===== src/hdl/sharpen_3x3_rgb_stream_defines.svh =====
// Assertion macros shared by the sharpen filter RTL.
`ifndef SHARPEN_3X3_RGB_STREAM_DEFINES_SVH
`define SHARPEN_3X3_RGB_STREAM_DEFINES_SVH

`ifndef ASSERT_OFF

// Same-cycle implication: whenever a holds, c must hold too.
`define SHP_ASSERT_IMPLY(label, clk, rst_n, a, c) \
    label: assert property (@(posedge clk) disable iff (!(rst_n)) (a) |-> (c)) \
        else $error("assertion failed");

// Next-cycle implication: whenever a holds, c must hold in the next cycle.
`define SHP_ASSERT_NEXT(label, clk, rst_n, a, c) \
    label: assert property (@(posedge clk) disable iff (!(rst_n)) (a) |=> (c)) \
        else $error("assertion failed");

`else

`define SHP_ASSERT_IMPLY(label, clk, rst_n, a, c)
`define SHP_ASSERT_NEXT(label, clk, rst_n, a, c)

`endif

`endif


===== src/hdl/shp_pkg.sv =====
// Types and constants of the 3x3 RGB sharpen filter.
package shp_pkg;

    localparam int SHP_MAX_COLS = 512;
    localparam int SHP_MAX_ROWS = 1024;

    // Configuration register indexes
    localparam logic [1:0] REG_STRENGTH_K   = 2'd0;
    localparam logic [1:0] REG_IMAGE_WIDTH  = 2'd1;
    localparam logic [1:0] REG_IMAGE_HEIGHT = 2'd2;

    localparam int CFG_DATA_W = 11;

    localparam logic [3:0]  STRENGTH_RST = 4'd4;
    localparam logic [9:0]  WIDTH_RST    = 10'd320;
    localparam logic [10:0] HEIGHT_RST   = 11'd240;

    // Smallest frame side the window logic supports
    localparam int SIZE_MIN = 3;

    // Result slots of one input: (row-1,col-1), (row-1,col), (row,col-1), (row,col)
    localparam logic [1:0] SLOT_INNER  = 2'd0;
    localparam logic [1:0] SLOT_RIGHT  = 2'd1;
    localparam logic [1:0] SLOT_BOTTOM = 2'd2;
    localparam logic [1:0] SLOT_CORNER = 2'd3;

    typedef logic [23:0] t_pix;              // {blue, green, red}
    typedef t_pix [2:0][2:0] t_win;          // [column: left, mid, right][row: up, mid, cur]

    typedef struct packed {
        logic [3:0] mask;                    // one bit per result slot
        logic       border0;                 // inner slot passes through
        logic [9:0] row_a;                   // row - 1
        logic [9:0] row_b;                   // row
        logic [8:0] col_a;                   // col - 1
        logic [8:0] col_b;                   // col
    } t_meta;

    typedef struct packed {
        t_meta          meta;
        t_pix [3:0]     pix;
    } t_bundle;

endpackage


===== src/hdl/shp_drain.sv =====
// Sequencer: a bundle of up to four results, emitted one a cycle unless stalled.
module shp_drain
    import shp_pkg::*;
(
    input  logic       i_clk,
    input  logic       i_rst_n,
    input  logic       i_valid,
    input  t_bundle    i_bundle,
    output logic       o_take,
    input  logic       i_out_stall,
    output logic       o_out_valid,
    output logic [7:0] o_red_out,
    output logic [7:0] o_green_out,
    output logic [7:0] o_blue_out,
    output logic [9:0] o_out_row,
    output logic [8:0] o_out_col,
    output logic       o_is_border,
    output logic       o_last_of_run,
    output logic       o_frame_done
);

    t_bundle    r_bnd;
    logic [3:0] r_rem;
    logic       r_out_valid;
    t_pix       r_out_pix;
    logic [9:0] r_out_row;
    logic [8:0] r_out_col;
    logic       r_out_border;
    logic       r_out_last;
    logic       r_out_done;

    logic       out_free;
    logic       pop;
    logic [1:0] sel;
    logic [3:0] n_rem;

    assign out_free = !r_out_valid || !i_out_stall;
    assign pop      = (r_rem != 4'd0) && out_free;

    always_comb begin
        if (r_rem[0]) begin
            sel = SLOT_INNER;
        end else if (r_rem[1]) begin
            sel = SLOT_RIGHT;
        end else if (r_rem[2]) begin
            sel = SLOT_BOTTOM;
        end else begin
            sel = SLOT_CORNER;
        end
        n_rem      = r_rem;
        n_rem[sel] = 1'b0;
    end

    // Take a new bundle once the current one is empty or gives its last result now
    assign o_take = (r_rem == 4'd0) || (pop && n_rem == 4'd0);

    always_ff @(posedge i_clk) begin
        if (!i_rst_n) begin
            r_rem       <= '0;
            r_out_valid <= 1'b0;
        end else begin
            if (i_valid && o_take) begin
                r_rem <= i_bundle.meta.mask;
            end else if (pop) begin
                r_rem <= n_rem;
            end
            if (pop) begin
                r_out_valid <= 1'b1;
            end else if (out_free) begin
                r_out_valid <= 1'b0;
            end
        end
    end

    always_ff @(posedge i_clk) begin
        if (i_valid && o_take) begin
            r_bnd <= i_bundle;
        end
        if (pop) begin
            r_out_pix    <= r_bnd.pix[sel];
            r_out_row    <= sel[1] ? r_bnd.meta.row_b : r_bnd.meta.row_a;
            r_out_col    <= sel[0] ? r_bnd.meta.col_b : r_bnd.meta.col_a;
            r_out_border <= (sel == SLOT_INNER) ? r_bnd.meta.border0 : 1'b1;
            r_out_last   <= (n_rem == 4'd0);
            r_out_done   <= (sel == SLOT_CORNER);
        end
    end

    assign o_out_valid   = r_out_valid;
    assign o_red_out     = r_out_pix[7:0];
    assign o_green_out   = r_out_pix[15:8];
    assign o_blue_out    = r_out_pix[23:16];
    assign o_out_row     = r_out_row;
    assign o_out_col     = r_out_col;
    assign o_is_border   = r_out_border;
    assign o_last_of_run = r_out_last;
    assign o_frame_done  = r_out_done;

endmodule


===== config.mk =====
export PLATFORM = sky130hd
export DESIGN_NAME = shp_drain
export DESIGN_NICKNAME = d
export VERILOG_FILES = /design/src/hdl/sharpen_3x3_rgb_stream_defines.svh /design/src/hdl/shp_pkg.sv /design/src/hdl/shp_drain.sv
export SDC_FILE = /design/constraint.sdc
export NUM_CORES = 1
export LEC_CHECK = 0
export ABC_AREA = 0
export BUFFER_PORTS_ARGS = -buffer_cell sky130_fd_sc_hd__buf_2
export CORE_AREA = 2 2 120 122
export CTS_CLUSTER_DIAMETER = 40
export DETAILED_ROUTE_END_ITERATION = 12
export DIE_AREA = 0 0 122 124
export PLACE_DENSITY = 0.76
export SETUP_SLACK_MARGIN = 0.2
export SLEW_MARGIN = 10
export SYNTH_ARGS = -nofsm -noshare
export SYNTH_HDL_FRONTEND = slang
export SYNTH_SLANG_ARGS = --single-unit

===== constraint.sdc =====
create_clock -name i_clk -period 15.6 [get_ports i_clk]
set_input_delay 0.78 -clock i_clk [delete_from_list [all_inputs] [get_ports i_clk]]
set_output_delay 0.78 -clock i_clk [all_outputs]
set_load 0.05 [all_outputs]

==> impl_metrics.ini <==
[status]
status = finished clean

[logic_synthesis]
avgSynthCellArea_sq_um = 19.19
yosysTopAreaCellShare_pct = 80.01
synthFlopType = edfxtp_1
ys_warn_count = 0
synthArstFlopShare_pct = 0
ys_top_cells_by_area = edfxtp_1 80%, mux2_2 7.0%, mux2i_1 3.5%, o21ai_0 1.8%, nand2_1 1.5%
seq_area_frac_synth_pct = 81.49
ys_ff_latch = 186
yosysTopAreaCell = edfxtp_1
ys_types = 34
syn_area_sq_mm = 0.006793
synth_edf_count = 181
syn_nets = 497
syn_inst = 354

[global_route]
grt_pass1_vias = 3781
antenna_found_initial = 0
global_route.overflow_total = 0
grt_max_degree = 94
grt_first_pass_wirelength_mm = 19.00
track_usage_pct = 17.43

[power_and_ir_drop]
peakVddDrop_v = 0.00009283
p_per_area_mw_per_mm2 = 167.8
p_leak_uw = 0.003263
power_uw = 1444

[drt]
ant_nets = 0
routedWlPerCell_um = 17.40
postRouteWirelength_mm = 12.89
drtIter0Drc = 303
viasPerCell = 4.972
route.detailed.drc = 0
vias = 3684
drt_first_pass_iters = 4

[timing]
fin_crit_ns = 3.180
timing.hold.ws_ns = 0.5080
slew_violations = 0
finalSetupViolCount = 0
post-route-period-util_pct = 20.39
setup_tns_ns = 0
fin_worst_skew_ns = 0.006372
hold_viol_final = 0
relSlewSlack_pct = 22.22
tightest_slew_ns = 1.167
fmax_mhz = 314.4
rsz0062_at_grt = no

[cts]
cts_buffers = 17
h-tree-depth = 4
hold_buffers = 0
clkSinkCount = 186
insertion_delay_ns = 0.42
ctsLongestPathBuffers = 2
post_cts.repair.setup_buffers = 0
cts_tree = yes
cts_resized = 0
clockRootBuffer = clkbuf_16
clk_pin_slew_ns = 0.06

[place]
dp_cells = 710
gp_congestion = 0.7341
hpwlAfterDp_mm = 8.698
portBuffers = 190
placed_area_sq_mm = 0.007930

[final_layout]
syn2layout_area_growth_pct = 26.73
finalInstanceArea_sq_mm = 0.008608
layout_common_cells = 190 x buf_2, 181 x edfxtp_1, 42 x mux2_2
nNetsFinal = 692
fillers = 994
final_common_cell = buf_2
drive_above_1_share_pct = 48.39
post_layout_nonfiller_instances = 741

[critical_path]
cp_slowest_cell = dfxtp_2
critical_path_buf_inv_count = 1
end_kind = output pin
r2r_start = r_rem[2]
rr_worst_depth = 4
crit_chain = maj3_2 > a2111o_1 > nand2_1 > buf_2
path_max_fanout = 33
reg2reg_slack_ns = 12.50
worstSetupStartpointType = flip-flop
cpPeakStageDelay_ns = 1.01
r2r_end = r_bnd[18]
path_class = reg2out
critPathRequiredTime_ns = 14.82
critical_path.top_delay_family = flip-flops
worstPathArrival_ns = 2.40

[die]
die_y_um = 124
die_area_sq_mm = 0.01513
ioPinCount = 191
core.rowCount = 43
fp.dieW_um = 122
start_util_pct = 49.51
coreArea_sq_mm = 0.01372

[hold_path]
min_path_type = reg2reg
worstHoldStart = r_bnd[134]
hold_end = o_is_border
whs_path_depth = 1

[run]
drv_cap = 0
worst max path at each step:
stage                            from    endpoint  slack (ns)  depth (start not counted)
final                        r_rem[2]      o_take       12.42                          4
after global routing         r_rem[2]      o_take       12.28                          4
after CTS                    r_rem[2]      o_take       12.37                          4
after detailed placement  i_out_stall  r_bnd[112]       12.36                          5
after global placement    i_out_stall  r_bnd[110]       12.46                          5
after floorplan           i_out_stall    r_bnd[0]        7.13                          3
synth_stat cells, types with 2 or more instances:
library cell and number:
mux2_2 42, buf_6 2, mux2i_1 24, o21ai_1 2, o21a_1 2, nand3_1 4, dfxtp_1 5, o21bai_1 3
edfxtp_1 181, clkbuf_1 11, a21oi_1 3, o21ai_0 24, buf_2 4, nand2_1 27
routing by layer:
layer  vias up  track usage [%]  routed length (um)
met3        29            4.991                 905
met4         0            8.693                 318
met2       145            27.97                6250
met1      1735            21.87                5416
met5         -                0                   0
li1       1775                -                   -
where the power goes:
part / internal [uW] / switching, uW
Clock: 314 / 170
Sequential: 648 / 36.7
Combinational: 79.8 / 196
registers in the layout, summed over array words and instances, names as in the netlist:
signal	cells
o_out_row	10
r_out_pix	24
o_out_col	9
o_out_valid	1
r_rem	4
o_last_of_run	1
o_is_border	1
r_bnd	135
o_frame_done	1
layout make-up:
class | count | area [sq um] | area share [%]
antenna | 1 | 2.502 | 0.02907
inverter | 1 | 3.754 | 0.04360
clock buffer | 17 | 425.4 | 4.942
timing repair buffer | 193 | 973.4 | 11.31
sequential | 186 | 5539 | 64.35
clock inverter | 13 | 250.2 | 2.907
tap | 180 | 225.2 | 2.616
multi-input combinational | 150 | 1189 | 13.81
through the flow:
stage	setup slack, ns	util, %
final	12.42	62.75
after global routing	12.28	62.73
after CTS	12.37	62.73
after detailed placement	12.36	57.80
after global placement	12.46	57.80
after floorplan	7.135	-
logic make-up (layout without fill, tap and decap cells):
| kind of cell | after synthesis | in the layout | synth area share (%) |
|---|---|---|---|
| AOI/OAI and AO/OA | 43 | 43 | 3.905 |
| adders and majority gates | 1 | 1 | 0.1658 |
| and+or+nand+nor | 39 | 39 | 2.487 |
| buffers and inverters | 18 | 224 | 1.289 |
| muxes | 67 | 67 | 10.66 |
| other | 0 | 1 | 0 |
| DFF | 186 | 186 | 81.49 |
Power figures use the tool's default switching activity.
