[src/hdl/sharpen_3x3_rgb_stream_defines.svh]
// Assertion macros shared by the sharpen filter RTL.
`ifndef SHARPEN_3X3_RGB_STREAM_DEFINES_SVH
`define SHARPEN_3X3_RGB_STREAM_DEFINES_SVH

`ifndef ASSERT_OFF

// Same-cycle implication: whenever a holds, c must hold too.
`define SHP_ASSERT_IMPLY(label, clk, rst_n, a, c) \
    label: assert property (@(posedge clk) disable iff (!(rst_n)) (a) |-> (c)) \
        else $error("assertion failed");

// Next-cycle implication: whenever a holds, c must hold in the next cycle.
`define SHP_ASSERT_NEXT(label, clk, rst_n, a, c) \
    label: assert property (@(posedge clk) disable iff (!(rst_n)) (a) |=> (c)) \
        else $error("assertion failed");

`else

`define SHP_ASSERT_IMPLY(label, clk, rst_n, a, c)
`define SHP_ASSERT_NEXT(label, clk, rst_n, a, c)

`endif

`endif

[src/hdl/shp_pkg.sv]
// Types and constants of the 3x3 RGB sharpen filter.
package shp_pkg;

    localparam int SHP_MAX_COLS = 512;
    localparam int SHP_MAX_ROWS = 1024;

    // Configuration register indexes
    localparam logic [1:0] REG_STRENGTH_K   = 2'd0;
    localparam logic [1:0] REG_IMAGE_WIDTH  = 2'd1;
    localparam logic [1:0] REG_IMAGE_HEIGHT = 2'd2;

    localparam int CFG_DATA_W = 11;

    localparam logic [3:0]  STRENGTH_RST = 4'd4;
    localparam logic [9:0]  WIDTH_RST    = 10'd320;
    localparam logic [10:0] HEIGHT_RST   = 11'd240;

    // Smallest frame side the window logic supports
    localparam int SIZE_MIN = 3;

    // Result slots of one input: (row-1,col-1), (row-1,col), (row,col-1), (row,col)
    localparam logic [1:0] SLOT_INNER  = 2'd0;
    localparam logic [1:0] SLOT_RIGHT  = 2'd1;
    localparam logic [1:0] SLOT_BOTTOM = 2'd2;
    localparam logic [1:0] SLOT_CORNER = 2'd3;

    typedef logic [23:0] t_pix;              // {blue, green, red}
    typedef t_pix [2:0][2:0] t_win;          // [column: left, mid, right][row: up, mid, cur]

    typedef struct packed {
        logic [3:0] mask;                    // one bit per result slot
        logic       border0;                 // inner slot passes through
        logic [9:0] row_a;                   // row - 1
        logic [9:0] row_b;                   // row
        logic [8:0] col_a;                   // col - 1
        logic [8:0] col_b;                   // col
    } t_meta;

    typedef struct packed {
        t_meta          meta;
        t_pix [3:0]     pix;
    } t_bundle;

endpackage

[src/hdl/shp_kernel.sv]
// Per-channel sharpen arithmetic: registered products, then combine and clamp.
module shp_kernel
    import shp_pkg::*;
(
    input  logic       i_clk,
    input  logic       i_en,
    input  logic [3:0] i_k,
    input  t_win       i_win,
    output t_pix       o_pix
);

    logic [12:0] r_pos [3];
    logic [14:0] r_neg [3];

    logic [12:0] n_pos [3];
    logic [14:0] n_neg [3];

    always_comb begin
        logic [10:0] sum;
        logic [4:0]  kp1;
        kp1 = {1'b0, i_k} + 5'd1;
        for (int ch = 0; ch < 3; ch++) begin
            sum = '0;
            for (int c = 0; c < 3; c++) begin
                for (int r = 0; r < 3; r++) begin
                    if (!(c == 1 && r == 1)) begin
                        sum = sum + {3'b0, i_win[c][r][8*ch +: 8]};
                    end
                end
            end
            n_pos[ch] = 13'(kp1 * i_win[1][1][8*ch +: 8]);
            n_neg[ch] = 15'(i_k * sum);
        end
    end

    always_ff @(posedge i_clk) begin
        if (i_en) begin
            for (int ch = 0; ch < 3; ch++) begin
                r_pos[ch] <= n_pos[ch];
                r_neg[ch] <= n_neg[ch];
            end
        end
    end

    // v = 8*(K+1)*centre - K*sum; floor(v/8) clamped to 0..255
    always_comb begin
        logic signed [16:0] v;
        logic [12:0]        q;
        for (int ch = 0; ch < 3; ch++) begin
            v = $signed({1'b0, r_pos[ch], 3'b000}) - $signed({2'b00, r_neg[ch]});
            q = v[15:3];
            if (v[16]) begin
                o_pix[8*ch +: 8] = 8'd0;
            end else if (q > 13'd255) begin
                o_pix[8*ch +: 8] = 8'd255;
            end else begin
                o_pix[8*ch +: 8] = q[7:0];
            end
        end
    end

endmodule

[config.mk]
export PLATFORM = sky130hd
export DESIGN_NAME = shp_kernel
export DESIGN_NICKNAME = d
export VERILOG_FILES = /design/src/hdl/sharpen_3x3_rgb_stream_defines.svh /design/src/hdl/shp_pkg.sv /design/src/hdl/shp_kernel.sv
export SDC_FILE = /design/constraint.sdc
export NUM_CORES = 1
export LEC_CHECK = 0
export BUFFER_PORTS_ARGS = -buffer_cell sky130_fd_sc_hd__buf_2
export CAP_MARGIN = 20
export CELL_PAD_IN_SITES_DETAIL_PLACEMENT = 1
export CELL_PAD_IN_SITES_GLOBAL_PLACEMENT = 1
export CORE_ASPECT_RATIO = 1.25
export CORE_MARGIN = 1.5
export CORE_UTILIZATION = 50
export CTS_CLUSTER_DIAMETER = 50
export DETAILED_ROUTE_END_ITERATION = 7
export HOLD_SLACK_MARGIN = 0.15
export PLACE_DENSITY = 0.87
export SLEW_MARGIN = 20
export SYNTH_ARGS = -nofsm -noshare
export SYNTH_HDL_FRONTEND = slang
export SYNTH_SLANG_ARGS = --single-unit
[constraint.sdc]
create_clock -name i_clk -period 15.2 [get_ports i_clk]
set_input_delay 0 -clock i_clk [delete_from_list [all_inputs] [get_ports i_clk]]
set_output_delay 0 -clock i_clk [all_outputs]
set_load 0.01 [all_outputs]
==> impl_metrics.toml, run 1 <==
[layout]
nets = 2674
n_fill_cell = 3885
post-route-cell-area_um2 = 18500
area_growth_syn_to_layout_pct = 12.1
antenna_cells = 0
layout-drive-gt1-share = 0.147

[worst_setup_path]
crit_type = "primary input to flop"
cp.arrival_ps = 6680
slowest_stage = "fa_1"
crit_fanout = 4
end_kind = "flop"
critPathMaxStageDelay_ps = 550
required_ps = 15310
start_kind = "primary input"

[sta]
period_minus_slack_ps = 6560
tightest_slew_ps = 1030
tns_ps = 0
drv_slew = 0
period_share = 0.432
rsz0062_at_grt = "no"
slew_headroom = 0.316
max_freq_mhz = 152
hold_violations = 0
setup_viol = 0

[synth]
yosys_warnings = 0
ys_seq_area_frac = 0.153
synthesis.nets = 2441
synth_top_area_share = 0.302
ys_ff_latch = 84
synth_area_leader_cell = "fa_1"
ys.flop_type = "edfxtp_1"
synthArstFlopShare = 0
postSynthCellCount = 1780
avgSynthCellArea_um2 = 9.27
syn_area_um2 = 16500
yosysUniqueCellTypes = 64
synth_area_leaders = "fa_1 (30%), edfxtp_1 (15%), ha_1 (14%)"
synth_edf_count = 84

[place]
portBuffers = 245
globalplace.congestion = 0.840
hpwl_um = 33000
place_area_um2 = 18200

[drt]
post_drt_wl_per_cell_um = 15.8
vias_per_cell = 5.14
drt_iter0_drc = 381
drt_pass1_iterations = 4
vias = 12500
drt_wl_total_um = 38600
drc = 0
detail-route-antenna-nets = 0

[floorplan]
die_area_um2 = 34100
die_x_um = 165
dieHeight_um = 206
io_pins = 246
rows = 74
start_util = 0.506
core-area_um2 = 32600

[clock_tree]
cts-hold-fix-buffers = 4
cts-root-buf = "clkbuf_16"
cts_resized = 0
path_clk_slew_ps = 70
cts_buffer_depth = 2
cts_max_level = 3
cts_num_sinks = 84
postCtsSetupRepairBufs = 0
cts_tree = "done"
cts_buffers = 9

[grt]
grt_pass1_wl_um = 65500
globalRoute.totalOverflow = 0
grt_pass1_vias = 14300
antenna_found_initial = 0
grt_start_max_net_pins = 81
track_usage = 0.239

[worst_hold_path]
hold_path.class = "primary input to flop"

[flow_run]
cap_violations = 0

[outcome]
status = "complete, no violations"
per-stage QoR:
stage	hold slack (ps)	std cells	utilization	setup WS [ps]
6_report	179	2436	0.567	8640
5_1_grt	211	2436	0.567	8170
4_1_cts	169	2436	0.567	8620
3_5_place_dp	253	2416	0.558	8250
3_3_place_gp	252	2416	0.558	8700
2_1_floorplan	112	1780	-	9010
registers in the layout, summed over array words and instances, names as in the netlist:
name and flops:
r_pos 39, r_neg 45
worst max-delay path, delay by kind of cell:
kind,cells,cell delay [ps]
compound gates,8,1670
xor+xnor,1,100
fa+ha+maj,9,3940
buf+inv,8,460
simple gates,3,470
metal layers:
metal	GRT usage	share of wire
met3	0.0217	0.032
met1	0.281	0.41
met5	0	0
met2	0.459	0.54
met4	0.0625	0.013
area by class of cell:
| cell class | count | area, µm² | share of cell area |
|---|---|---|---|
| Tap cell | 418 | 523 | 0.0283 |
| Sequential cell | 84 | 2520 | 0.136 |
| Timing Repair Buffer | 253 | 1300 | 0.0702 |
| Clock inverter | 6 | 47.5 | 0.00257 |
| Multi-Input combinational cell | 1189 | 12100 | 0.653 |
| Inverter | 476 | 1790 | 0.0966 |
| Clock buffer | 10 | 229 | 0.0124 |
cell families after synthesis:
group           share of synthesized area
simple gates                        0.131
xor+xnor                           0.0446
flops                               0.153
mux                                0.0101
compound gates                     0.0996
fa+ha+maj                           0.446
buf+inv                             0.115
Yosys cell counts (3+ instances only):
master	n
or2_2	6
nor2_1	40
o21ai_1	3
o22ai_1	3
nor2b_1	33
mux2i_1	11
a221oi_1	3
a22oi_1	8
o21a_1	26
nand2b_1	35
o211ai_1	3
o21bai_1	24
nand2_1	125
ha_1	190
a2111o_1	3
edfxtp_1	84
a21oi_1	75
a211o_1	3
inv_1	476
mux2_2	5
nand3_1	12
nand3b_1	5
nor3b_1	3
o41ai_1	4
a21o_1	22
a21boi_0	10
nor3_1	23
nand4_1	4
o311ai_0	3
and2_1	101
o221a_2	3
o21ai_0	27
fa_1	249
xnor2_1	63
a31oi_1	6
xor2_1	21
clkbuf_1	30
or3_1	8
cells in the final DEF (no fill, tap or decap), types with 8 or more instances in the layout:
| cell type | instances |
|---|---|
| a21boi_0 | 10 |
| nand3_1 | 12 |
| edfxtp_1 | 84 |
| fa_1 | 249 |
| o21bai_1 | 24 |
| inv_1 | 476 |
| xnor2_1 | 62 |
| buf_2 | 244 |
| clkbuf_16 | 9 |
| nor3_1 | 23 |
| nor2_1 | 40 |
| a21oi_1 | 75 |
| o21ai_0 | 27 |
| mux2i_1 | 11 |
| a22oi_1 | 8 |
| nor2b_1 | 33 |
| and2_1 | 101 |
| o21a_1 | 26 |
| or3_1 | 8 |
| a21o_1 | 22 |
| xor2_1 | 20 |
| nand2b_1 | 35 |
| nand2_1 | 125 |
| ha_1 | 190 |
worst paths after layout:
check / to / cells past startpoint / startpoint
max: r_neg[0][29]$_DFFE_PP_ / 29 / i_win[82]
min: r_pos[0][26]$_DFFE_PP_ / 2 / i_k[0]
Power of run 1 is left out: the tool's default activity adds up to more than one toggle a clock period on the data nets, which glitch-free logic cannot reach.
==> inputs of run 2 (changes only) <==
- CORE_UTILIZATION: 50 -> 42
- PLACE_DENSITY: 0.87 -> 0.77
- clock period: 15.2 -> 5.8 ns (I/O delays scaled with it)
==> impl_metrics.toml, run 2 (synthesized netlist as in run 1, its figures left out) <==
[drt]
drc = 0
drt_wl_total_um = 38500
post_drt_wl_per_cell_um = 14.7
drt_iter0_drc = 350
detail-route-antenna-nets = 0
vias_per_cell = 4.91
drt_pass1_iterations = 7
vias = 12900

[worst_setup_path]
endpoint = "r_neg[0][14]$_DFFE_PP_"
start_kind = "primary input"
cp.arrival_ps = 5850
crit_fanout = 4
critPathLaunch = "i_win[74]"
required_ps = 5910
slowest_stage = "fa_2"
end_kind = "flop"
crit_type = "primary input to flop"
critPathMostFrequentCell = "fa_1"
critPathMaxStageDelay_ps = 570

[place]
pre_cts_ws_ps = -440
portBuffers = 245
hpwl_um = 32500
place_area_um2 = 19100
globalplace.congestion = 0.818

[grt]
grt_pass1_vias = 14500
track_usage = 0.197
grt_start_max_net_pins = 60
antenna_found_initial = 1
grt_pass1_wl_um = 66000
globalRoute.totalOverflow = 0

[clock_tree]
path_clk_slew_ps = 60
cts-root-buf = "clkbuf_16"
cts_max_level = 3
cts_tree = "done"
cts_buffer_depth = 2
cts_buffers = 9
cts_num_sinks = 84

[sta]
holdWs_ps = 199
tightest_slew_ps = 800
fin_ws_ps = 61.3
setup_viol = 0
drv_slew = 0
period_minus_slack_ps = 5740
rsz0062_at_grt = "yes"
max_freq_mhz = 174
period_share = 0.989
slew_headroom = 0.467
hold_violations = 0

[floorplan]
dieHeight_um = 225
core-area_um2 = 38900
rows = 81
start_util = 0.424
die_area_um2 = 40500
io_pins = 246
die_x_um = 180

[layout]
reg_top3 = "r_neg x45, r_pos x39"
regMostFlops = "r_neg"
fin_util = 0.510
area_growth_syn_to_layout_pct = 20.4
largest_register_ffs = 45
antenna_cells = 0
final_common_cell = "inv_1"
mostFrequentLayoutCells = "inv_1 (453), fa_1 (244), buf_2 (240)"
post-route-cell-area_um2 = 19900
nets = 2777
layout-drive-gt1-share = 0.234

[flow_run]
cap_violations = 0

[outcome]
status = "complete, no violations"

[worst_hold_path]
hold_path.class = "primary input to flop"
## run 2: per-stage QoR
stage | TNS, ps | instances
2_1_floorplan | -88.3 | 1780
3_3_place_gp | -2460 | 2583
3_5_place_dp | -4660 | 2583
4_1_cts | -8.56 | 2607
5_1_grt | -1060 | 2619
6_report | 0 | 2619
## run 2: critical path: cells and delay by family
family	cells	cell delay, ps
AOI/OAI and AO/OA	7	1140
xor gates and xnor gates	1	110
adders and majority gates	9	3670
buffers and inverters	9	580
and+or+nand+nor	3	340
## run 2: layer usage
layer	vias to the layer above	GRT usage	share of wire
met1	6391	0.241	0.43
li1	6220	-	-
met5	-	0	0.00029
met3	35	0.0214	0.028
met4	2	0.0450	0.015
met2	205	0.369	0.53
## run 2: worst min path at each step
stage                from                endpoint  slack [ps]  cells past startpoint
2_1_floorplan        i_en   r_neg[0][0]$_DFFE_PP_         110                      0
3_3_place_gp   i_win[112]  r_pos[0][26]$_DFFE_PP_         400                      2
3_5_place_dp   i_win[112]  r_pos[0][26]$_DFFE_PP_         410                      2
4_1_cts         i_win[97]   r_pos[0][1]$_DFFE_PP_         170                      3
5_1_grt         i_win[97]   r_pos[0][1]$_DFFE_PP_         230                      3
6_report        i_win[97]   r_pos[0][1]$_DFFE_PP_         200                      3
## run 2: layout make-up
class | instances | area, µm²
clock buffers | 11 | 233
clock inverters | 5 | 62.6
fillers | 4574 | 19100
inverters | 476 | 1790
multi-input cells | 1189 | 12500
flip-flops and latches | 84 | 2520
well taps | 498 | 623
repair buffers | 356 | 2110
## run 2: repair_timing
| item | 4_1_cts | 5_1_grt |
|---|---|---|
| hold buffers | 5 | 0 |
| endpoints found under the hold margin | 30 | 0 |
| buffers inserted | 3 | 12 |
| pin swaps | 6 | 53 |
| gates resized for setup | 2 | 90 |
| endpoints found under the setup margin | 4 | 16 |
Power of run 2 is left out for the same reason.
